===== config.mk =====
export PLATFORM = sky130hd
export DESIGN_NAME = foreground_bounding_box_trim
export DESIGN_NICKNAME = d
export VERILOG_FILES = /design/src/rtl/core/fbbt_pkg.sv /design/src/rtl/core/foreground_bounding_box_trim.sv
export SDC_FILE = /design/constraint.sdc
export NUM_CORES = 1
export LEC_CHECK = 0
export BUFFER_PORTS_ARGS = -buffer_cell sky130_fd_sc_hd__buf_4
export CORE_ASPECT_RATIO = 0.9
export CORE_MARGIN = 2
export CORE_UTILIZATION = 56
export DETAILED_ROUTE_END_ITERATION = 12
export HOLD_SLACK_MARGIN = 0.1
export PLACE_DENSITY = 0.82
export SETUP_SLACK_MARGIN = 0.02
export SYNTH_ARGS = -nofsm -noshare
export SYNTH_HDL_FRONTEND = slang
export SYNTH_SLANG_ARGS = --single-unit

===== constraint.sdc =====
create_clock -name clk -period 8.43 [get_ports clk]
set_input_delay 1.686 -clock clk [delete_from_list [all_inputs] [get_ports clk]]
set_output_delay 1.686 -clock clk [all_outputs]
set_load 0.1 [all_outputs]

===== src/rtl/core/fbbt_pkg.sv =====
// Shared widths, register indexes and trim mode codes for the
// foreground bounding box block. No dependencies.
`timescale 1ns / 1ps

package fbbt_pkg;

  localparam int ValW    = 16;
  localparam int CoordW  = 10;
  localparam int AmtW    = 11;
  localparam int OutW    = 13;
  localparam int AxesOut = 3;
  localparam int CfgIdxW = 3;
  localparam int CfgW    = 16;
  localparam int ModeW   = 2;

  localparam logic [CfgIdxW-1:0] CfgBackground = 3'd0;
  localparam logic [CfgIdxW-1:0] CfgTrimMode   = 3'd1;
  localparam logic [CfgIdxW-1:0] CfgAmountX    = 3'd2;
  localparam logic [CfgIdxW-1:0] CfgAmountY    = 3'd3;
  localparam logic [CfgIdxW-1:0] CfgAmountZ    = 3'd4;

  localparam logic [ModeW-1:0] ModePlain  = 2'd0;
  localparam logic [ModeW-1:0] ModeMargin = 2'd1;
  localparam logic [ModeW-1:0] ModeFinal  = 2'd2;

  typedef logic [CoordW-1:0] coord_t;
  typedef logic [OutW-1:0]   box_val_t;

endpackage


===== src/rtl/core/foreground_bounding_box_trim.sv =====
// Foreground bounding box over a voxel stream with margin and final-size trim.
// A last voxel's box goes to the stage-1 snapshot, then the output registers.
// Throughput: one voxel per cycle, into the box accumulators, unless in_stall.
// Reset (rst_n, synchronous): clears config, found flag and pipeline valids.
// Depends on fbbt_pkg.
`timescale 1ns / 1ps

module foreground_bounding_box_trim #(
  parameter int EXTENT_MAX = 1024,
  parameter int NUM_AXES   = 3
) (
  input  logic                                clk,
  input  logic                                rst_n,
  input  logic                                cfg_wr_en,
  input  logic [fbbt_pkg::CfgIdxW-1:0]        cfg_index,
  input  logic [fbbt_pkg::CfgW-1:0]           cfg_wdata,
  input  logic                                in_valid,
  output logic                                in_stall,
  input  logic signed [fbbt_pkg::ValW-1:0]    in_voxel_value,
  input  logic [fbbt_pkg::CoordW-1:0]         in_coord_x,
  input  logic [fbbt_pkg::CoordW-1:0]         in_coord_y,
  input  logic [fbbt_pkg::CoordW-1:0]         in_coord_z,
  input  logic                                in_last_voxel,
  output logic                                out_valid,
  input  logic                                out_stall,
  output logic signed [fbbt_pkg::OutW-1:0]    out_start_x,
  output logic signed [fbbt_pkg::OutW-1:0]    out_start_y,
  output logic signed [fbbt_pkg::OutW-1:0]    out_start_z,
  output logic [fbbt_pkg::OutW-1:0]           out_size_x,
  output logic [fbbt_pkg::OutW-1:0]           out_size_y,
  output logic [fbbt_pkg::OutW-1:0]           out_size_z,
  output logic                                out_box_empty
);

  localparam int AxW = fbbt_pkg::AxesOut;
  localparam logic [16:0] ExtLim = 17'(EXTENT_MAX);
  localparam fbbt_pkg::coord_t SatVal = fbbt_pkg::CoordW'(EXTENT_MAX - 1);

  // configuration
  logic signed [fbbt_pkg::ValW-1:0]  bg_r;
  logic [fbbt_pkg::ModeW-1:0]        mode_r;
  logic [fbbt_pkg::AmtW-1:0]         amt_x_r, amt_y_r, amt_z_r;
  logic [fbbt_pkg::AmtW-1:0]         amt [AxW];
  fbbt_pkg::coord_t                  coord [AxW];

  always_ff @(posedge clk) begin
    if (!rst_n) begin
      bg_r    <= '0;
      mode_r  <= fbbt_pkg::ModePlain;
      amt_x_r <= '0;
      amt_y_r <= '0;
      amt_z_r <= '0;
    end else if (cfg_wr_en) begin
      case (cfg_index)
        fbbt_pkg::CfgBackground: bg_r    <= cfg_wdata;
        fbbt_pkg::CfgTrimMode:   mode_r  <= cfg_wdata[fbbt_pkg::ModeW-1:0];
        fbbt_pkg::CfgAmountX:    amt_x_r <= cfg_wdata[fbbt_pkg::AmtW-1:0];
        fbbt_pkg::CfgAmountY:    amt_y_r <= cfg_wdata[fbbt_pkg::AmtW-1:0];
        fbbt_pkg::CfgAmountZ:    amt_z_r <= cfg_wdata[fbbt_pkg::AmtW-1:0];
        default: ;
      endcase
    end
  end

  assign amt[0]   = amt_x_r;
  assign amt[1]   = amt_y_r;
  assign amt[2]   = amt_z_r;
  assign coord[0] = in_coord_x;
  assign coord[1] = in_coord_y;
  assign coord[2] = in_coord_z;

  // handshake
  logic in_acc, acc_last, s1_go;
  logic s1_vld_r, s1_vld_nxt, out_vld_r, out_vld_nxt;
  logic hit;
  logic found_r, found_nxt, s1_found_r, empty_r;

  assign s1_go     = ~out_vld_r | ~out_stall;
  assign in_stall  = s1_vld_r & ~s1_go;
  assign in_acc    = in_valid & ~in_stall;
  assign acc_last  = in_acc & in_last_voxel;
  assign out_valid = out_vld_r;
  assign hit       = (in_voxel_value != bg_r);
  assign found_nxt = found_r | hit;

  always_comb begin
    if (s1_go) begin
      s1_vld_nxt = acc_last;
    end else begin
      s1_vld_nxt = s1_vld_r | acc_last;
    end
    out_vld_nxt = s1_vld_r | (out_vld_r & out_stall);
  end

  always_ff @(posedge clk) begin
    if (!rst_n) begin
      found_r   <= 1'b0;
      s1_vld_r  <= 1'b0;
      out_vld_r <= 1'b0;
    end else begin
      s1_vld_r  <= s1_vld_nxt;
      out_vld_r <= out_vld_nxt;
      if (in_acc) begin
        found_r <= in_last_voxel ? 1'b0 : found_nxt;
      end
    end
  end

  always_ff @(posedge clk) begin
    if (acc_last) begin
      s1_found_r <= found_nxt;
    end
    if (s1_go && s1_vld_r) begin
      empty_r <= ~s1_found_r;
    end
  end

  fbbt_pkg::box_val_t start_q [AxW];
  fbbt_pkg::box_val_t size_q  [AxW];

  for (genvar a = 0; a < AxW; a++) begin : g_axis
    if (a < NUM_AXES) begin : g_trk
      fbbt_pkg::coord_t   c_sat, min_r, max_r, min_nxt, max_nxt, s1_min_r, s1_max_r;
      fbbt_pkg::box_val_t st0, sz0, st, sz, start_r, size_r;

      assign c_sat = ({7'd0, coord[a]} >= ExtLim) ? SatVal : coord[a];

      always_comb begin
        min_nxt = min_r;
        max_nxt = max_r;
        if (hit) begin
          if (!found_r) begin
            min_nxt = c_sat;
            max_nxt = c_sat;
          end else begin
            if (c_sat < min_r) min_nxt = c_sat;
            if (c_sat > max_r) max_nxt = c_sat;
          end
        end
      end

      always_ff @(posedge clk) begin
        if (in_acc) begin
          min_r <= min_nxt;
          max_r <= max_nxt;
        end
        if (acc_last) begin
          s1_min_r <= min_nxt;
          s1_max_r <= max_nxt;
        end
      end

      // plain box, then trim
      always_comb begin
        if (s1_found_r) begin
          st0 = fbbt_pkg::OutW'(s1_min_r);
          sz0 = fbbt_pkg::OutW'(s1_max_r - s1_min_r) + fbbt_pkg::OutW'(1);
        end else begin
          st0 = '0;
          sz0 = '0;
        end
        case (mode_r)
          fbbt_pkg::ModeMargin: begin
            st = st0 - fbbt_pkg::OutW'(amt[a]);
            sz = sz0 + {1'b0, amt[a], 1'b0};
          end
          fbbt_pkg::ModeFinal: begin
            st = st0 + {1'b0, sz0[fbbt_pkg::OutW-1:1]}
                 - fbbt_pkg::OutW'(amt[a][fbbt_pkg::AmtW-1:1]);
            sz = fbbt_pkg::OutW'(amt[a]);
          end
          default: begin
            st = st0;
            sz = sz0;
          end
        endcase
      end

      always_ff @(posedge clk) begin
        if (s1_go && s1_vld_r) begin
          start_r <= st;
          size_r  <= sz;
        end
      end

      assign start_q[a] = start_r;
      assign size_q[a]  = size_r;
    end else begin : g_off
      assign start_q[a] = '0;
      assign size_q[a]  = '0;
    end
  end

  assign out_start_x   = $signed(start_q[0]);
  assign out_start_y   = $signed(start_q[1]);
  assign out_start_z   = $signed(start_q[2]);
  assign out_size_x    = size_q[0];
  assign out_size_y    = size_q[1];
  assign out_size_z    = size_q[2];
  assign out_box_empty = empty_r;

`ifndef SYNTH
  a_clear_on_last: assert property (@(posedge clk) disable iff (!rst_n)
    acc_last |=> !found_r)
    else $error("found flag not cleared after last voxel");

  a_last_to_s1: assert property (@(posedge clk) disable iff (!rst_n)
    acc_last |=> s1_vld_r)
    else $error("last voxel did not reach snapshot stage");

  a_stall_cause: assert property (@(posedge clk) disable iff (!rst_n)
    in_stall |-> (s1_vld_r && out_vld_r && out_stall))
    else $error("input stalled without a blocked result");

  a_plain_empty: assert property (@(posedge clk) disable iff (!rst_n)
    (out_valid && out_box_empty && mode_r == fbbt_pkg::ModePlain)
      |-> (out_size_x == '0 && out_start_x == '0))
    else $error("empty plain box not zero");

  a_plain_nonempty: assert property (@(posedge clk) disable iff (!rst_n)
    (out_valid && !out_box_empty && mode_r == fbbt_pkg::ModePlain)
      |-> (out_size_x != '0 && out_size_y != '0))
    else $error("found box has zero size");
`endif

endmodule

==> results.md, run 1 <==
- Die height: between 150 and 200 um
- Setup crit start: g_axis[2].g_trk.s1_min_r[0]
- Worst Skew: about 14 ps
- Worst-Margin Slew: between 1000 and 1500 ps
- Unrepaired setup endpoints after global routing: no
- Number of synthesized flops with an enable pin: 200
- First-pass GRT wire length: 75000 um
- Largest family of logic cells by synthesized area: compound AO/OA/AOI/OAI gates
- Later-pin clock latency in the skew report: approximately 560 ps
- Fin. Hold Viols: 0
- Cts hold-fix bufs: 0
- Post-synth ARST share: 0%
- Final period util: between 60 and 70%
- Comb pwr share: about a third
- WP buf/inv: 1
- Most used DFF post-synth: edfxtp_1
- Nets: roughly 2400
- Tightest hold margin: ~480 ps
- IO Port Bufs: roughly 150
- Ports: ~150
- Post-Route WL: 47700 um
- Critical Path AT: ~5400 ps
- DP HPWL: 35700 um
- CTS Buf Count: 28
- R2R depth: 20
- Synthesized instance count: ~1900
- RR Startpoint: g_axis[2].g_trk.s1_min_r[0]
- Count of final setup violators: 0
- Achievable Freq: just under 200 MHz
- H-tree Lvls: 1
- Leak pwr: around 9.3 nW
- Slew Viols, Final: 0
- Vias per cell: around 6
- Most used cell along the critical path: xnor2_1
- Mapped Avg Cell Area: just under 10 um2
- Final min period: between 5000 and 6000 ps
- Worst setup path end: out_start_z[9]
- Clk buf depth: 3
- Chip width: just under 200 um
- Cell Area, Synth: 18900 um2
- Simple-gate area share of the yosys netlist: 11.2%
- Crit path max-delay family: adder cells
- Seq pwr share: between 30 and 40%
- WS Path Type: flop to flop
- R2R Path End: out_start_z[9]
- Clock sinks: 254
- CTS tree: built
- Critical path fanouts, max: 5
- Cell total after placement: 2458
- Max transition margin: between 20 and 30%
- Worst Path Required: about 8700 ps
- Clock group share of total power: around 31%
- Post_cts resized: 0
- Sequential-to-total area share from yosys stat: 37.5%
- Number of stages on the worst setup path: 20
- Clock transition at the registers of the reported paths: 70 ps
- #FFs+latches synth: approximately 250
- Core area: 33100 um2
- Sum of negative setup slack: 0 ps
- Area delta synth->final: 12.8%
- DRC: 0
- Reg2Reg Setup Slack: 3330 ps
- Pint: approximately 0.0026 W
- Initial antenna violation count: 2
- Total grt overflow: 0
- TritonRoute pass-1 iters: 6
- Xor and xnor fraction of the mapped netlist area: approximately 6.4%
- Routed Antenna Nets: 0
- Hold Path Class: flop to flop
- Post-synthesis net count: roughly 2200
- Multiplexer share of the synthesized area: ~3.6%
- Post-CTS setup buffers: 0
- Non-Filler Instances: between 2000 and 3000
- Peak supply drop: roughly 0.00014 V
- Synth cell types: a little over 90
- Clock Tree Root: clkbuf_16
- Layout cell share with drive strength beyond 1: about 15%
- Critical path's slowest cell: fa_1
- Adder-cell area share of the yosys netlist: 16.8%
- Worst Setup End Kind: flop
- Sw Ratio: between 30% and 40%
- Post-DR wirelength/cell: roughly 19 um
- Largest net degree at the start of global routing: 80
- Maxcap violations: 0
- Vias in the first global route: around 14000
- RD Place Congestion: between 0.9 and 1
- Critical path cell sequence: ha_1 > fa_1 > and2b_1 > o22ai_1 > xnor2_2 > nand3_1 > xnor2_1 > xnor2_1 > nand2_1 > fa_1 > inv_1 > ha_1 > nand3_1 > o211ai_1 > o41a_1 > a21o_1 > a21oi_1 > xnor2_1 > a221oi_1 > a21oi_1
- Initial core utilization: 57.0%
- P_sw: 0.00131 W
- Startpoint types: flop
- GRT Overall Usage: 26.9%
- Vias: 15037
- Drt first-iter violations: roughly 1400
- Ant. Diodes: 0
- Power density cells: 185 nW/um2
- Std cell rows: 63
- Outcome: complete, no violations
- Crit-path max cell delay: 540 ps
- Synth warn: 0
- Synth Area in Compound Gates: around 18%
- Die area: approximately 35000 um2
[tightest hold or removal path, delay by kind of cell, from the launching register on]
kind	cells	cell delay, ps
flops	1	320
compound gates	1	60
simple gates	1	50
[placed cells by master, fill, tap and decap left out, types with 46 or more instances in the layout]
master and n:
nor2_1 83, dfxtp_1 54, a221oi_1 52, nand2_1 202, o21ai_0 46, xnor2_1 75, ha_1 189, a21boi_0 56
edfxtp_1 200, buf_4 157, inv_1 268, xor2_1 57, a21oi_1 128, mux2_2 60
[synthesized netlist by cell type, types with 6 or more instances]
| library cell | n | area (um2) |
|---|---|---|
| buf_1 | 11 | 41.3 |
| clkbuf_1 | 38 | 143 |
| a21o_1 | 36 | 270 |
| o21a_1 | 26 | 195 |
| a22oi_1 | 9 | 67.6 |
| and2_1 | 7 | 43.8 |
| nor3_1 | 29 | 145 |
| fa_1 | 39 | 781 |
| or3_1 | 9 | 56.3 |
| o21ai_0 | 46 | 230 |
| nand3_1 | 34 | 170 |
| nor2b_1 | 20 | 125 |
| mux2_2 | 60 | 676 |
| a211oi_1 | 9 | 67.6 |
| nor2_1 | 83 | 312 |
| nand4_1 | 9 | 56.3 |
| nand2b_1 | 11 | 68.8 |
| o21ai_1 | 6 | 30.0 |
| o21bai_1 | 11 | 82.6 |
| edfxtp_1 | 200 | 6010 |
| dfxtp_1 | 54 | 1080 |
| nor4_1 | 9 | 56.3 |
| o41a_1 | 7 | 78.8 |
| xor2_1 | 57 | 499 |
| o22ai_1 | 11 | 68.8 |
| and3_1 | 8 | 50.1 |
| o31ai_1 | 6 | 45.0 |
| ha_1 | 191 | 2390 |
| or2_2 | 6 | 37.5 |
| nand2_1 | 202 | 758 |
| inv_1 | 269 | 1010 |
| a221oi_1 | 52 | 455 |
| a21oi_1 | 128 | 641 |
| o211ai_1 | 11 | 82.6 |
| a211o_1 | 6 | 52.6 |
| a21boi_0 | 57 | 428 |
| xnor2_1 | 75 | 657 |
[worst min path at each step]
| stage | startpoint | to | slack [ps] | cells past startpoint |
|---|---|---|---|---|
| 5_1_grt | bg_r[3] | bg_r[3] | 500 | 2 |
| 6_report | bg_r[14] | bg_r[14] | 480 | 2 |
| 4_1_cts | bg_r[2] | bg_r[2] | 480 | 2 |
| 3_5_place_dp | bg_r[4] | bg_r[4] | 470 | 2 |
| 2_1_floorplan | bg_r[14] | bg_r[14] | 460 | 2 |
| 3_3_place_gp | bg_r[2] | bg_r[2] | 460 | 2 |
[per-layer routing]
| metal | up-vias | wire (um) | GRT usage (%) |
|---|---|---|---|
| met5 | - | 15 | 0 |
| met4 | 2 | 1410 | 7.74 |
| met3 | 91 | 4310 | 5.33 |
| met2 | 631 | 20700 | 42.2 |
| met1 | 7165 | 21200 | 38.0 |
| li1 | 7148 | - | - |
[stage by stage]
step / total power (W) / util, % / setup WS [ps] / cell area, um2
after CTS: 0.00394 / 64.3 / 3330 / 21300
after detailed placement: 0.00270 / 61.6 / 3370 / 20400
after global routing: 0.00412 / 64.3 / 3000 / 21300
final: 0.00394 / 64.3 / 3330 / 21300
after global placement: 0.00266 / 61.6 / 3460 / 20400
after floorplan: 0.00242 / - / 394 / 18900
[cell type report]
cell class,instances,area [um2]
clock buffer,30,708
clock inverter,21,210
fill,2611,11800
inverter,272,1020
multi-input combinational,1353,10600
sequential,254,7090
tap,422,528
timing repair buffer,157,1180
[flip-flops by register name (all words and copies together), names as in the netlist, 16 cells and up]
name / cells
g_axis.g_trk.max_r: 30
g_axis.g_trk.s1_min_r: 30
bg_r: 16
g_axis.g_trk.s1_max_r: 30
g_axis.g_trk.min_r: 30
[power by group through the flow]
| stage | registers, W | logic [W] | clock network [W] |
|---|---|---|---|
| final | 0.00146 | 0.00124 | 0.00123 |
| after global routing | 0.00147 | 0.00135 | 0.00130 |
| after CTS | 0.00146 | 0.00122 | 0.00125 |
| after detailed placement | 0.00149 | 0.00121 | 0 |
| after global placement | 0.00149 | 0.00117 | 0 |
| after floorplan | 0.00158 | 0.000836 | 0 |
[kinds of logic after synthesis]
logic type	count (synthesis)
AO/OA/AOI/OAI	475
XOR/XNOR	135
adder cells (fa/ha/maj)	230
buffers and inverters	326
flip-flops	254
multiplexers	60
AND/OR/NAND/NOR	453
Power figures use the tool's default switching activity.
==> run 2: changes to the inputs <==
--- a/config.mk
+++ b/config.mk
@@ -8,10 +8,10 @@
 export BUFFER_PORTS_ARGS = -buffer_cell sky130_fd_sc_hd__buf_4
 export CORE_ASPECT_RATIO = 0.9
 export CORE_MARGIN = 2
-export CORE_UTILIZATION = 56
+export CORE_UTILIZATION = 62
 export DETAILED_ROUTE_END_ITERATION = 12
 export HOLD_SLACK_MARGIN = 0.1
-export PLACE_DENSITY = 0.82
+export PLACE_DENSITY = 0.86
 export SETUP_SLACK_MARGIN = 0.02
 export SYNTH_ARGS = -nofsm -noshare
 export SYNTH_HDL_FRONTEND = slang
==> constraint.sdc (replaced) <==
create_clock -name clk -period 4.8 [get_ports clk]
set_input_delay 0.96 -clock clk [delete_from_list [all_inputs] [get_ports clk]]
set_output_delay 0.96 -clock clk [all_outputs]
set_load 0.1 [all_outputs]
==> results.md, run 2 (same netlist as run 1, synthesis figures left out) <==
- Outcome: finished, violations left
- Violated checks: setup timing
- RD Place Congestion: about 0.96
- Vias in the first global route: approximately 15000
- Cell total after placement: 2462
- Layout cell share with drive strength beyond 1: around a fifth
- Worst Path Required: 5080 ps
- Clock sinks: 254
- Final setup margin: -46.8 ps
- Critical path fanouts, max: 5
- Sum of negative setup slack: -61.9 ps
- Initial core utilization: 63.0%
- Total grt overflow: 0
- Count of final setup violators: 3
- First-pass GRT wire length: between 70000 and 80000 um
- DP HPWL: around 36000 um
- Final min period: 4850 ps
- Largest net degree at the start of global routing: 63
- Unrepaired setup endpoints after global routing: yes
- Tightest hold margin: roughly 480 ps
- Post-Route WL: a little under 50000 um
- Met3 usage: under 10%
- DRC: 0
- Fill cells: between 2000 and 2500
- Nets: approximately 2400
- Initial antenna violation count: 0
- Slew Viols, Final: 0
- Die area: roughly 32000 um2
- Maxcap violations: 0
- Std cell rows: 60
- Leak pwr: about 9.6 nW
- TritonRoute pass-1 iters: 6
- Chip width: 188 um
- Worst Skew: roughly 15 ps
- Peak supply drop: between 0.0002 and 0.0003 V
- Most frequent cells in the layout: 264 x inv_1, 200 x edfxtp_1, 196 x nand2_1
- Area delta synth->final: 17.2%
- Power density cells: between 300 and 400 nW/um2
- Startpoint types: flop
- Core area: about 30000 um2
- Met1 usage: 42.0%
- Most common cell after layout, fill and taps aside: inv_1
- Ant. Diodes: 0
- Clock Tree Root: clkbuf_16
- Clk buf depth: 3
- Final period util: 101%
- IO Port Bufs: ~150
- Hold Path Class: flop to flop
- Die height: about 170 um
- Worst-Margin Slew: 1100 ps
- Max transition margin: a little over a quarter
- Achievable Freq: approximately 210 MHz
- GRT met2 Usage: a little under half
- Ports: about 150
- Vias per cell: 6.15
- Fin. Hold Viols: 0
- GR peak layer: met2
- CTS Buf Count: 28
- CTS tree: built
- Post-DR wirelength/cell: 19.6 um
- Drt first-iter violations: about 1500
- Routed Antenna Nets: 0
- Clock transition at the registers of the reported paths: around 60 ps
- GRT Overall Usage: between 30 and 40%
- Critical Path AT: ~5100 ps
- Non-Filler Instances: approximately 2500
- Worst Setup End Kind: flop
- WS Path Type: flop to flop
- Vias: between 15000 and 20000
- H-tree Lvls: 1
- Later-pin clock latency in the skew report: 550 ps
run 2: cell types whose count changed in the layout (fill, tap and decap cells not counted), moves of 10 or more:
cell     before  now
buf_4       157  193
xnor2_1      75   65
a21oi_2       0   11
ha_1        189  178
a21oi_1     128  117
xnor2_2       1   11
run 2: power breakdown:
group | internal, W | switching (W) | total, W
logic | 0.00100 | 0.00142 | 0.00242
clock network | 0.00126 | 0.000942 | 0.00220
registers | 0.00251 | 0.0000617 | 0.00257
run 2: per-stage QoR:
stage	setup WS [ps]	instance area [um2]	power, W	util [%]
final	-46.8	22100	0.00719	73.9
after detailed placement	-76.0	20500	0.00478	68.6
after global routing	-230	22100	0.00751	73.9
after CTS	7.14	21600	0.00701	72.2
after global placement	59.1	20500	0.00470	68.6
after floorplan	117	18900	0.00424	-
run 2: layout make-up:
| cell class | count | area, um2 | share of cell area [%] |
|---|---|---|---|
| clock buffer | 33 | 762 | 3.44 |
| multi-input combinational | 1353 | 11100 | 50.1 |
| sequential | 254 | 7090 | 32.0 |
| clock inverter | 19 | 178 | 0.803 |
| timing repair buffer | 195 | 1480 | 6.69 |
| inverter | 272 | 1020 | 4.63 |
| tap | 403 | 504 | 2.28 |
run 2: final timing paths:
check / endpoint / from / cells after the start / slack (ps)
hold / removal: bg_r[3] / bg_r[3] / 2 / 480
hold reg to reg: bg_r[3] / bg_r[3] / 2 / 480
setup / recovery: out_start_x[12] / g_axis[0].g_trk.s1_max_r[0] / 21 / -50
setup reg to reg: out_start_x[12] / g_axis[0].g_trk.s1_max_r[0] / 21 / -50
run 2: repair_timing:
| item | 4_1_cts | 5_1_grt |
|---|---|---|
| buffers inserted | 3 | 12 |
| setup endpoints to repair | 9 | 18 |
| resized for setup | 21 | 77 |
| hold endpoints to repair | 0 | 0 |
| hold buffers | 0 | 0 |
| pin swaps | 11 | 42 |
run 2: layer usage:
| metal | wire [um] | vias to the layer above | share of wire, % |
|---|---|---|---|
| li1 | - | 7232 | - |
| met3 | 4840 | 120 | 9.8 |
| met4 | 1540 | 0 | 3.1 |
| met5 | 0 | - | 0 |
| met2 | 22100 | 757 | 45 |
| met1 | 21100 | 7446 | 43 |
run 2: worst max-delay path: stages, from the launching register on:
cell,delay [ps]
edfxtp_1,400
inv_1,80
ha_2,180
inv_2,50
fa_2,420
a21o_4,240
a21oi_2,160
xnor2_2,180
nand2_1,130
nor2_1,180
xnor2_1,150
nand2_1,130
fa_1,520
inv_1,80
ha_4,260
o21a_1,220
a2111o_1,440
a31o_2,250
a21o_1,180
a21oi_2,130
xnor2_1,120
o21ai_1,70
